===== config.mk =====
export PLATFORM = sky130hd
export DESIGN_NAME = decimal_text_to_scaled_number
export DESIGN_NICKNAME = d
export VERILOG_FILES = /design/src/design/dtsn_pkg.sv /design/src/design/decimal_text_to_scaled_number.sv /design/src/design/dtsn_parser.sv
export SDC_FILE = /design/constraint.sdc
export NUM_CORES = 1
export LEC_CHECK = 0
export ABC_CLOCK_PERIOD_IN_PS = 11500
export BUFFER_PORTS_ARGS = -buffer_cell sky130_fd_sc_hd__buf_2
export CAP_MARGIN = 20
export CORE_MARGIN = 2
export CORE_UTILIZATION = 55
export DETAILED_ROUTE_END_ITERATION = 7
export PLACE_DENSITY = 0.78
export SKIP_LAST_GASP = 1
export SLEW_MARGIN = 20
export SYNTH_ARGS = -nofsm -noshare
export SYNTH_HDL_FRONTEND = slang
export SYNTH_SLANG_ARGS = --single-unit

===== constraint.sdc =====
create_clock -name i_clk -period 11.5 [get_ports i_clk]
set_input_delay 2.3 -clock i_clk [delete_from_list [all_inputs] [get_ports i_clk]]
set_output_delay 2.3 -clock i_clk [all_outputs]
set_load 0.05 [all_outputs]

===== src/design/dtsn_pkg.sv =====
// Shared definitions for the decimal text to scaled number block.
// Holds the default widths, the result exponent range and the control word
// that the top level hands to the parser. No dependencies.
package dtsn_pkg;

    localparam int MANTISSA_BITS_DEF = 64;
    localparam int COUNT_BITS_DEF    = 12;

    // The exponent field of a result is fixed at 14 bits, signed.
    localparam int EXP_BITS = 14;
    localparam int EXP_MAX  = 8191;
    localparam int EXP_MIN  = -8192;

    // Per-cycle control from the handshake stage to the parser.
    typedef struct packed {
        logic advance;  // a buffered character is consumed this cycle
        logic last;     // that character ends the text
    } t_step_ctrl;

endpackage


===== src/design/decimal_text_to_scaled_number.sv =====
// The word with tlast is taken into the input buffer, and the parse step then
// writes the result word into the result register, provided the result slot
// is free.
// Throughput: one character word per cycle unless a stalled result blocks;
// the parse step is a single multiply-by-ten add on the mantissa and exponent
// accumulators. A stalled result holds a buffered tlast word, and input stops.
// Reset (synchronous, active low) empties both registers and the parser.
module decimal_text_to_scaled_number #(
    parameter int MANTISSA_BITS = dtsn_pkg::MANTISSA_BITS_DEF,
    parameter int COUNT_BITS    = dtsn_pkg::COUNT_BITS_DEF,
    localparam int OUT_BITS     = MANTISSA_BITS + dtsn_pkg::EXP_BITS + 2,
    localparam int OUT_W        = ((OUT_BITS + 7) / 8) * 8
) (
    input  logic             i_clk,
    input  logic             i_rst_n,
    input  logic             s_axis_tvalid,
    output logic             s_axis_tready,
    input  logic [7:0]       s_axis_tdata,   // char_code
    input  logic             s_axis_tlast,   // end_of_text
    output logic             m_axis_tvalid,
    input  logic             m_axis_tready,
    output logic [OUT_W-1:0] m_axis_tdata    // negative, mantissa, decimal_exponent,
                                             // saturated, zero fill
);

    logic                            r_in_valid;
    logic [7:0]                      r_char;
    logic                            r_last;
    logic                            r_out_valid;
    logic [OUT_W-1:0]                r_out_data, n_out_data;
    logic                            advance;
    dtsn_pkg::t_step_ctrl            ctrl;
    logic                            res_negative;
    logic [MANTISSA_BITS-1:0]        res_mantissa;
    logic [dtsn_pkg::EXP_BITS-1:0]   res_exponent;
    logic                            res_saturated;

    // A buffered word moves on unless it ends a text and the result slot is
    // still occupied.
    assign advance       = r_in_valid && (!r_last || !r_out_valid || m_axis_tready);
    assign s_axis_tready = !r_in_valid || advance;
    assign ctrl.advance  = advance;
    assign ctrl.last     = r_last;

    dtsn_parser #(
        .MANTISSA_BITS (MANTISSA_BITS),
        .COUNT_BITS    (COUNT_BITS)
    ) u_parser (
        .i_clk       (i_clk),
        .i_rst_n     (i_rst_n),
        .i_ctrl      (ctrl),
        .i_char      (r_char),
        .o_negative  (res_negative),
        .o_mantissa  (res_mantissa),
        .o_exponent  (res_exponent),
        .o_saturated (res_saturated)
    );

    always_comb begin
        n_out_data = '0;
        n_out_data[0] = res_negative;
        n_out_data[MANTISSA_BITS:1] = res_mantissa;
        n_out_data[MANTISSA_BITS+dtsn_pkg::EXP_BITS:MANTISSA_BITS+1] = res_exponent;
        n_out_data[OUT_BITS-1] = res_saturated;
    end

    always_ff @(posedge i_clk) begin
        if (!i_rst_n) begin
            r_in_valid  <= 1'b0;
            r_out_valid <= 1'b0;
        end else begin
            if (s_axis_tready) begin
                r_in_valid <= s_axis_tvalid;
            end
            r_out_valid <= (advance && r_last) || (r_out_valid && !m_axis_tready);
        end
    end

    always_ff @(posedge i_clk) begin
        if (s_axis_tready) begin
            r_char <= s_axis_tdata;
            r_last <= s_axis_tlast;
        end
        if (advance && r_last) begin
            r_out_data <= n_out_data;
        end
    end

    assign m_axis_tvalid = r_out_valid;
    assign m_axis_tdata  = r_out_data;

    a_ready_low_full: assert property (@(posedge i_clk) disable iff (!i_rst_n)
        !s_axis_tready |-> (r_in_valid && r_last && r_out_valid && !m_axis_tready))
        else $error("input stalled without a blocked result");

    a_result_source: assert property (@(posedge i_clk) disable iff (!i_rst_n)
        (r_out_valid && !$past(r_out_valid)) |-> $past(advance && r_last))
        else $error("result appeared without an end-of-text word");

    a_no_overwrite: assert property (@(posedge i_clk) disable iff (!i_rst_n)
        (r_out_valid && !m_axis_tready) |-> !(advance && r_last))
        else $error("pending result would be overwritten");

endmodule


===== src/design/dtsn_parser.sv =====
// Character parser: holds the parse state and accumulators, consumes one
// character per cycle while advanced and presents the finished result of the current step.
// Depends on dtsn_pkg.
module dtsn_parser #(
    parameter int MANTISSA_BITS = dtsn_pkg::MANTISSA_BITS_DEF,
    parameter int COUNT_BITS    = dtsn_pkg::COUNT_BITS_DEF
) (
    input  logic                              i_clk,
    input  logic                              i_rst_n,
    input  dtsn_pkg::t_step_ctrl              i_ctrl,
    input  logic [7:0]                        i_char,
    output logic                              o_negative,
    output logic [MANTISSA_BITS-1:0]          o_mantissa,
    output logic [dtsn_pkg::EXP_BITS-1:0]     o_exponent,
    output logic                              o_saturated
);

    localparam logic [7:0] CH_MINUS = 8'h2D;
    localparam logic [7:0] CH_PLUS  = 8'h2B;
    localparam logic [7:0] CH_POINT = 8'h2E;
    localparam logic [7:0] CH_E_LO  = 8'h65;
    localparam logic [7:0] CH_E_UP  = 8'h45;
    localparam logic [7:0] CH_ZERO  = 8'h30;
    localparam logic [7:0] CH_NINE  = 8'h39;
    localparam logic [7:0] CH_SPACE = 8'h20;
    localparam logic [7:0] CH_TAB   = 8'h09;
    localparam logic [7:0] CH_CR    = 8'h0D;

    typedef enum logic [2:0] {
        PH_SPACE,
        PH_INT,
        PH_FRAC,
        PH_ESIGN,
        PH_EDIG,
        PH_DONE
    } t_phase;

    t_phase                   r_phase, n_phase;
    logic                     r_sign, n_sign;
    logic [MANTISSA_BITS-1:0] r_mant, n_mant;
    logic [COUNT_BITS-1:0]    r_frac, n_frac;
    logic                     r_esign, n_esign;
    logic [COUNT_BITS-1:0]    r_eacc, n_eacc;
    logic                     r_ovf, n_ovf;

    logic                     is_digit;
    logic                     is_space;
    logic                     is_elet;
    logic [3:0]               digit;
    logic [MANTISSA_BITS+3:0] mant_ext;
    logic [MANTISSA_BITS-1:0] mant_step;
    logic                     mant_ovf;
    logic [COUNT_BITS+3:0]    eacc_ext;
    logic [COUNT_BITS-1:0]    eacc_step;
    logic                     eacc_ovf;
    logic [COUNT_BITS-1:0]    frac_step;
    logic                     frac_ovf;
    logic                     proceed;
    t_phase                   work_phase;
    logic signed [COUNT_BITS+1:0] exp_s;
    logic signed [31:0]       exp_wide;

    assign is_digit = (i_char >= CH_ZERO) && (i_char <= CH_NINE);
    assign is_space = (i_char == CH_SPACE) || ((i_char >= CH_TAB) && (i_char <= CH_CR));
    assign is_elet  = (i_char == CH_E_LO) || (i_char == CH_E_UP);
    assign digit    = is_digit ? 4'(i_char - CH_ZERO) : 4'd0;

    // Times ten as two shifts; anything above the top bit means the value
    // would pass the largest mantissa.
    assign mant_ext  = ({4'b0, r_mant} << 3) + ({4'b0, r_mant} << 1)
                     + (MANTISSA_BITS+4)'(digit);
    assign mant_ovf  = |mant_ext[MANTISSA_BITS+3:MANTISSA_BITS];
    assign mant_step = mant_ovf ? '1 : mant_ext[MANTISSA_BITS-1:0];

    assign eacc_ext  = ({4'b0, r_eacc} << 3) + ({4'b0, r_eacc} << 1)
                     + (COUNT_BITS+4)'(digit);
    assign eacc_ovf  = |eacc_ext[COUNT_BITS+3:COUNT_BITS];
    assign eacc_step = eacc_ovf ? '1 : eacc_ext[COUNT_BITS-1:0];

    assign frac_ovf  = &r_frac;
    assign frac_step = frac_ovf ? r_frac : r_frac + COUNT_BITS'(1);

    always_comb begin
        n_phase    = r_phase;
        n_sign     = r_sign;
        n_mant     = r_mant;
        n_frac     = r_frac;
        n_esign    = r_esign;
        n_eacc     = r_eacc;
        n_ovf      = r_ovf;
        proceed    = 1'b1;
        work_phase = r_phase;

        // The first non-blank character is either a sign, consumed here, or
        // falls through to the integer phase in the same cycle.
        if (r_phase == PH_SPACE) begin
            if (is_space) begin
                proceed = 1'b0;
            end else begin
                n_phase = PH_INT;
                if (i_char == CH_MINUS) begin
                    n_sign  = 1'b1;
                    proceed = 1'b0;
                end else if (i_char == CH_PLUS) begin
                    proceed = 1'b0;
                end else begin
                    work_phase = PH_INT;
                end
            end
        end

        if (proceed) begin
            case (work_phase)
                PH_INT: begin
                    if (is_digit) begin
                        n_mant = mant_step;
                        n_ovf  = r_ovf | mant_ovf;
                    end else if (i_char == CH_POINT) begin
                        n_phase = PH_FRAC;
                    end else if (is_elet) begin
                        n_phase = PH_ESIGN;
                    end else begin
                        n_phase = PH_DONE;
                    end
                end
                PH_FRAC: begin
                    if (is_digit) begin
                        n_mant = mant_step;
                        n_frac = frac_step;
                        n_ovf  = r_ovf | mant_ovf | frac_ovf;
                    end else if (is_elet) begin
                        n_phase = PH_ESIGN;
                    end else begin
                        n_phase = PH_DONE;
                    end
                end
                PH_ESIGN: begin
                    if (i_char == CH_MINUS) begin
                        n_esign = 1'b1;
                        n_phase = PH_EDIG;
                    end else if (i_char == CH_PLUS) begin
                        n_phase = PH_EDIG;
                    end else if (is_digit) begin
                        n_eacc  = eacc_step;
                        n_ovf   = r_ovf | eacc_ovf;
                        n_phase = PH_EDIG;
                    end else begin
                        n_phase = PH_DONE;
                    end
                end
                PH_EDIG: begin
                    if (is_digit) begin
                        n_eacc = eacc_step;
                        n_ovf  = r_ovf | eacc_ovf;
                    end else begin
                        n_phase = PH_DONE;
                    end
                end
                default: begin
                end
            endcase
        end
    end

    // Net exponent from the state after this character.
    always_comb begin
        exp_s = n_esign ? -$signed({2'b00, n_eacc}) : $signed({2'b00, n_eacc});
        exp_s = exp_s - $signed({2'b00, n_frac});
        exp_wide    = 32'(exp_s);
        o_saturated = n_ovf;
        if (exp_wide > dtsn_pkg::EXP_MAX) begin
            exp_wide    = dtsn_pkg::EXP_MAX;
            o_saturated = 1'b1;
        end else if (exp_wide < dtsn_pkg::EXP_MIN) begin
            exp_wide    = dtsn_pkg::EXP_MIN;
            o_saturated = 1'b1;
        end
        o_exponent = exp_wide[dtsn_pkg::EXP_BITS-1:0];
    end

    assign o_negative = n_sign;
    assign o_mantissa = n_mant;

    always_ff @(posedge i_clk) begin
        if (!i_rst_n || (i_ctrl.advance && i_ctrl.last)) begin
            r_phase <= PH_SPACE;
            r_sign  <= 1'b0;
            r_mant  <= '0;
            r_frac  <= '0;
            r_esign <= 1'b0;
            r_eacc  <= '0;
            r_ovf   <= 1'b0;
        end else if (i_ctrl.advance) begin
            r_phase <= n_phase;
            r_sign  <= n_sign;
            r_mant  <= n_mant;
            r_frac  <= n_frac;
            r_esign <= n_esign;
            r_eacc  <= n_eacc;
            r_ovf   <= n_ovf;
        end
    end

    // Nothing is accumulated while still skipping blanks.
    a_space_empty: assert property (@(posedge i_clk) disable iff (!i_rst_n)
        (r_phase == PH_SPACE) |-> (r_mant == '0 && r_frac == '0 && r_eacc == '0
                                   && !r_sign && !r_ovf))
        else $error("accumulators not clear in blank phase");

    // The word that ends a text leaves the parser in its reset state.
    a_last_resets: assert property (@(posedge i_clk) disable iff (!i_rst_n)
        (i_ctrl.advance && i_ctrl.last) |=> (r_phase == PH_SPACE && !r_esign))
        else $error("parser not reset after end of text");

endmodule


==> metrics <==
CTS tree=built; Top FF cell, synth=dfxtp_1; Setup WS post-layout=4.42 ns; CTS HTree Levels=4; reg2reg path depth=29; fin crit share=0.616; initial antenna violation count=2; slowest stage delay, CP=0.52 ns; die span in y=166 um; min-delay worst type=reg2reg; pre-CTS setup slack=4.63 ns; die area=27700 um^2; WL/cell=18.4 um; Area Growth Syn to Fin=7.95%; Hold Crit Depth=2; Post-CTS Setup Bufs=0; drt via density=6.41; syn_nets=1793; Die X-Extent=166 um; global-route wire length before repair=60.2 mm; R2R Setup Slk=4.42 ns; drt total wl=36.7 mm; Starting Density=0.558; PD cells=91.0 nW/um^2; post-route DRC violation count=0; Cell Rows=59; maxcap violations=0; Port Buffers=94; clk_skew=0.0170 ns; nets=1827; Seq/Total Area, Yosys=0.317; clock root buffer=clkbuf_16; largest net degree at the start of global routing=90; peak supply drop=0.0934 mV; total clock sinks=185; CTS Buf Count=17; vias in the first global route=12200; post-route cell area=15600 um^2; Resized Gates After CTS=0; crit-path leading delay family=compound AO/OA/AOI/OAI gates; Slowest-stage cell, CP=edfxtp_1; Post-DP HPWL=26.4 mm; Final GP Congestion=0.922; Netlist Area Pre-Place=14500 um^2; Min-Delay Endpoint=u_parser.r_esign; vias after detailed routing=12800; critical path class=reg2reg; WHS=0.520 ns; CP Max Fanout=11; status=finished clean; First DRT Iteration DRCs=1076; Worst Min Path Start=u_parser.r_esign; Reg2Reg Launch Point=r_char[1]; grt total ovfl=0; GRT Total Usage=0.261; worst skew pair latency=0.45 ns; setup TNS=0 ns; Clock transition at path regs=0.08 ns; Max-slew headroom=0.240; worst-case clock buffer depth=2; first drt pass iteration count=5; Leak Pwr=6.53 nW; CP startpoint kind=register; Setup violations, final=0; I/O pin total=95; Synth Register Bits=185; fmax=0.141 GHz; post-layout min period=7.08 ns; Final Hold Vio Count=0; Cell Count, Final, Fillers Out=1995; final antenna-violating net count=0; Critical Path End Type=register; Syn. warnings=0; Core Region=26000 um^2; Slew @ Worst Pin=1.13 ns; Hold Buf Count CTS=0; post-synthesis instance total=1611; CP required=11.69 ns; share of cells above drive strength 1=0.125; Avg Inst Size Synth=8.99 um^2; distinct cell type count after synthesis=92; Reg-to-Reg End=m_axis_tdata[77]; Buf/Inv on CP=0; EDFF count, synth=89; placed cells=1961; Cell Area, Placed=15000 um^2; RSZ-0062 raised after global routing=no; Post-synth ARST share=0; Worst EP arrival=7.27 ns; Slew Limit Fails=0
[cells in the mapped netlist, types with 5 or more instances]
cell	n	area, um^2
o21bai_1	9	67.6
o211ai_1	7	52.6
nor2_1	157	589
or2_2	9	56.3
nand4_1	23	144
nor4_1	6	37.5
a211oi_1	16	120
a31oi_4	34	723
and2_1	15	93.8
or4_1	5	37.5
and3_1	18	113
dfxtp_1	96	1920
o22ai_1	7	43.8
clkbuf_1	62	233
nand2_1	107	402
buf_2	12	60.1
edfxtp_1	89	2670
nor2b_1	14	87.6
nor3_1	28	140
o31ai_1	6	45.0
ha_1	166	2080
a31oi_1	103	644
a221oi_1	5	43.8
xor2_1	42	368
xnor2_1	50	438
o21a_1	14	105
a21o_1	31	233
nand2b_1	14	87.6
or3_1	14	87.6
nand3_1	37	185
a21oi_1	125	626
buf_6	7	78.8
inv_1	32	120
a21boi_0	8	60.1
o21ai_0	144	721
and4_1	6	52.6
[routing by layer]
metal / global-route usage / vias up / share of wire
met4: 0.119 / 0 / 0.038
met3: 0.0348 / 108 / 0.054
li1: - / 6188 / -
met1: 0.331 / 6051 / 0.43
met5: 0 / - / 0
met2: 0.443 / 444 / 0.48
[worst max-delay path by stage]
stage	startpoint	endpoint	slack, ns	cells after the start
after floorplan	r_char[1]	m_axis_tdata[77]	5.26	31
after detailed placement	r_char[1]	m_axis_tdata[77]	4.63	28
after global routing	r_char[1]	m_axis_tdata[77]	4.00	28
final	r_char[1]	m_axis_tdata[77]	4.42	29
after CTS	r_char[1]	m_axis_tdata[77]	4.56	29
after global placement	r_char[1]	m_axis_tdata[77]	4.90	28
[worst reg2reg max path, delay by kind of cell, from the launching register on]
family	cells	cell delay, ns
AOI/OAI and AO/OA	13	2.88
and+or+nand+nor	8	1.63
adders and majority gates	4	1.22
DFF	1	0.52
xor gates and xnor gates	3	0.44
muxes	1	0.13
[report_power, final]
| part | internal [W] | switching (W) | leakage, nW | total, W |
|---|---|---|---|---|
| Clock | 0.000295 | 0.000311 | 0.289 | 0.000606 |
| Combinational | 0.0000313 | 0.0000771 | 4.56 | 0.000108 |
| Sequential | 0.000700 | 0.00000946 | 1.68 | 0.000710 |
| Total | 0.00103 | 0.000397 | 6.53 | 0.00142 |
[stage by stage]
stage,util,total power [W]
4_1_cts,0.602,0.00143
3_3_place_gp,0.579,0.000829
3_5_place_dp,0.579,0.000832
2_1_floorplan,-,0.000808
6_report,0.602,0.00142
5_1_grt,0.602,0.00147
[flip-flops by register name (all words and copies together), names as in the netlist]
| signal | cells |
|---|---|
| u_parser.r_sign | 1 |
| u_parser.r_mant | 64 |
| u_parser.r_esign | 1 |
| r_in_valid | 1 |
| r_char | 8 |
| r_last | 1 |
| u_parser.r_frac | 12 |
| u_parser.r_ovf | 1 |
| m_axis_tdata | 80 |
| u_parser.r_eacc | 12 |
| m_axis_tvalid | 1 |
| u_parser.r_phase | 3 |
[cell usage in the layout (no fill, tap or decap), types with 5 or more instances in the layout]
cell / n
ha_1: 166
nor2_1: 156
o21ai_0: 144
a21oi_1: 125
nand2_1: 107
a31oi_1: 103
dfxtp_1: 96
buf_2: 94
edfxtp_1: 89
xnor2_1: 50
xor2_1: 42
nand3_1: 37
a31oi_4: 34
inv_1: 32
a21o_1: 31
nor3_1: 28
nand4_1: 23
clkbuf_16: 17
a211oi_1: 16
and3_1: 16
and2_1: 15
or3_1: 14
o21a_1: 14
nand2b_1: 13
nor2b_1: 13
o21bai_1: 9
or2_2: 9
a21boi_0: 8
buf_4: 8
o211ai_1: 7
o22ai_1: 7
and4_1: 6
nor4_1: 6
o31ai_1: 6
inv_8: 6
a221oi_1: 5
or4_1: 5
[logic make-up (layout without fill, tap and decap cells)]
family                   count (synthesis)  count (layout)  share of synthesized area
buffers and inverters                  120             167                     0.0392
adder cells (fa/ha/maj)                169             169                      0.148
AO/OA/AOI/OAI                          566             566                      0.279
multiplexers                             5               5                    0.00354
other                                    0               2                          0
AND/OR/NAND/NOR                        474             474                      0.158
flip-flops                             185             185                      0.317
XOR/XNOR                                92              92                     0.0556
[layout make-up]
cell class                      instances  area (um^2)
Clock buffer                           17          425
Clock inverter                         15          168
Antenna cell                            2         5.00
Timing Repair Buffer                  103          551
Sequential cell                       185         4590
Multi-Input combinational cell       1306         9360
Inverter                               32          120
Fill cell                            2257        10300
Tap cell                              335          419
Note: power is estimated with default switching activity, not from simulation.
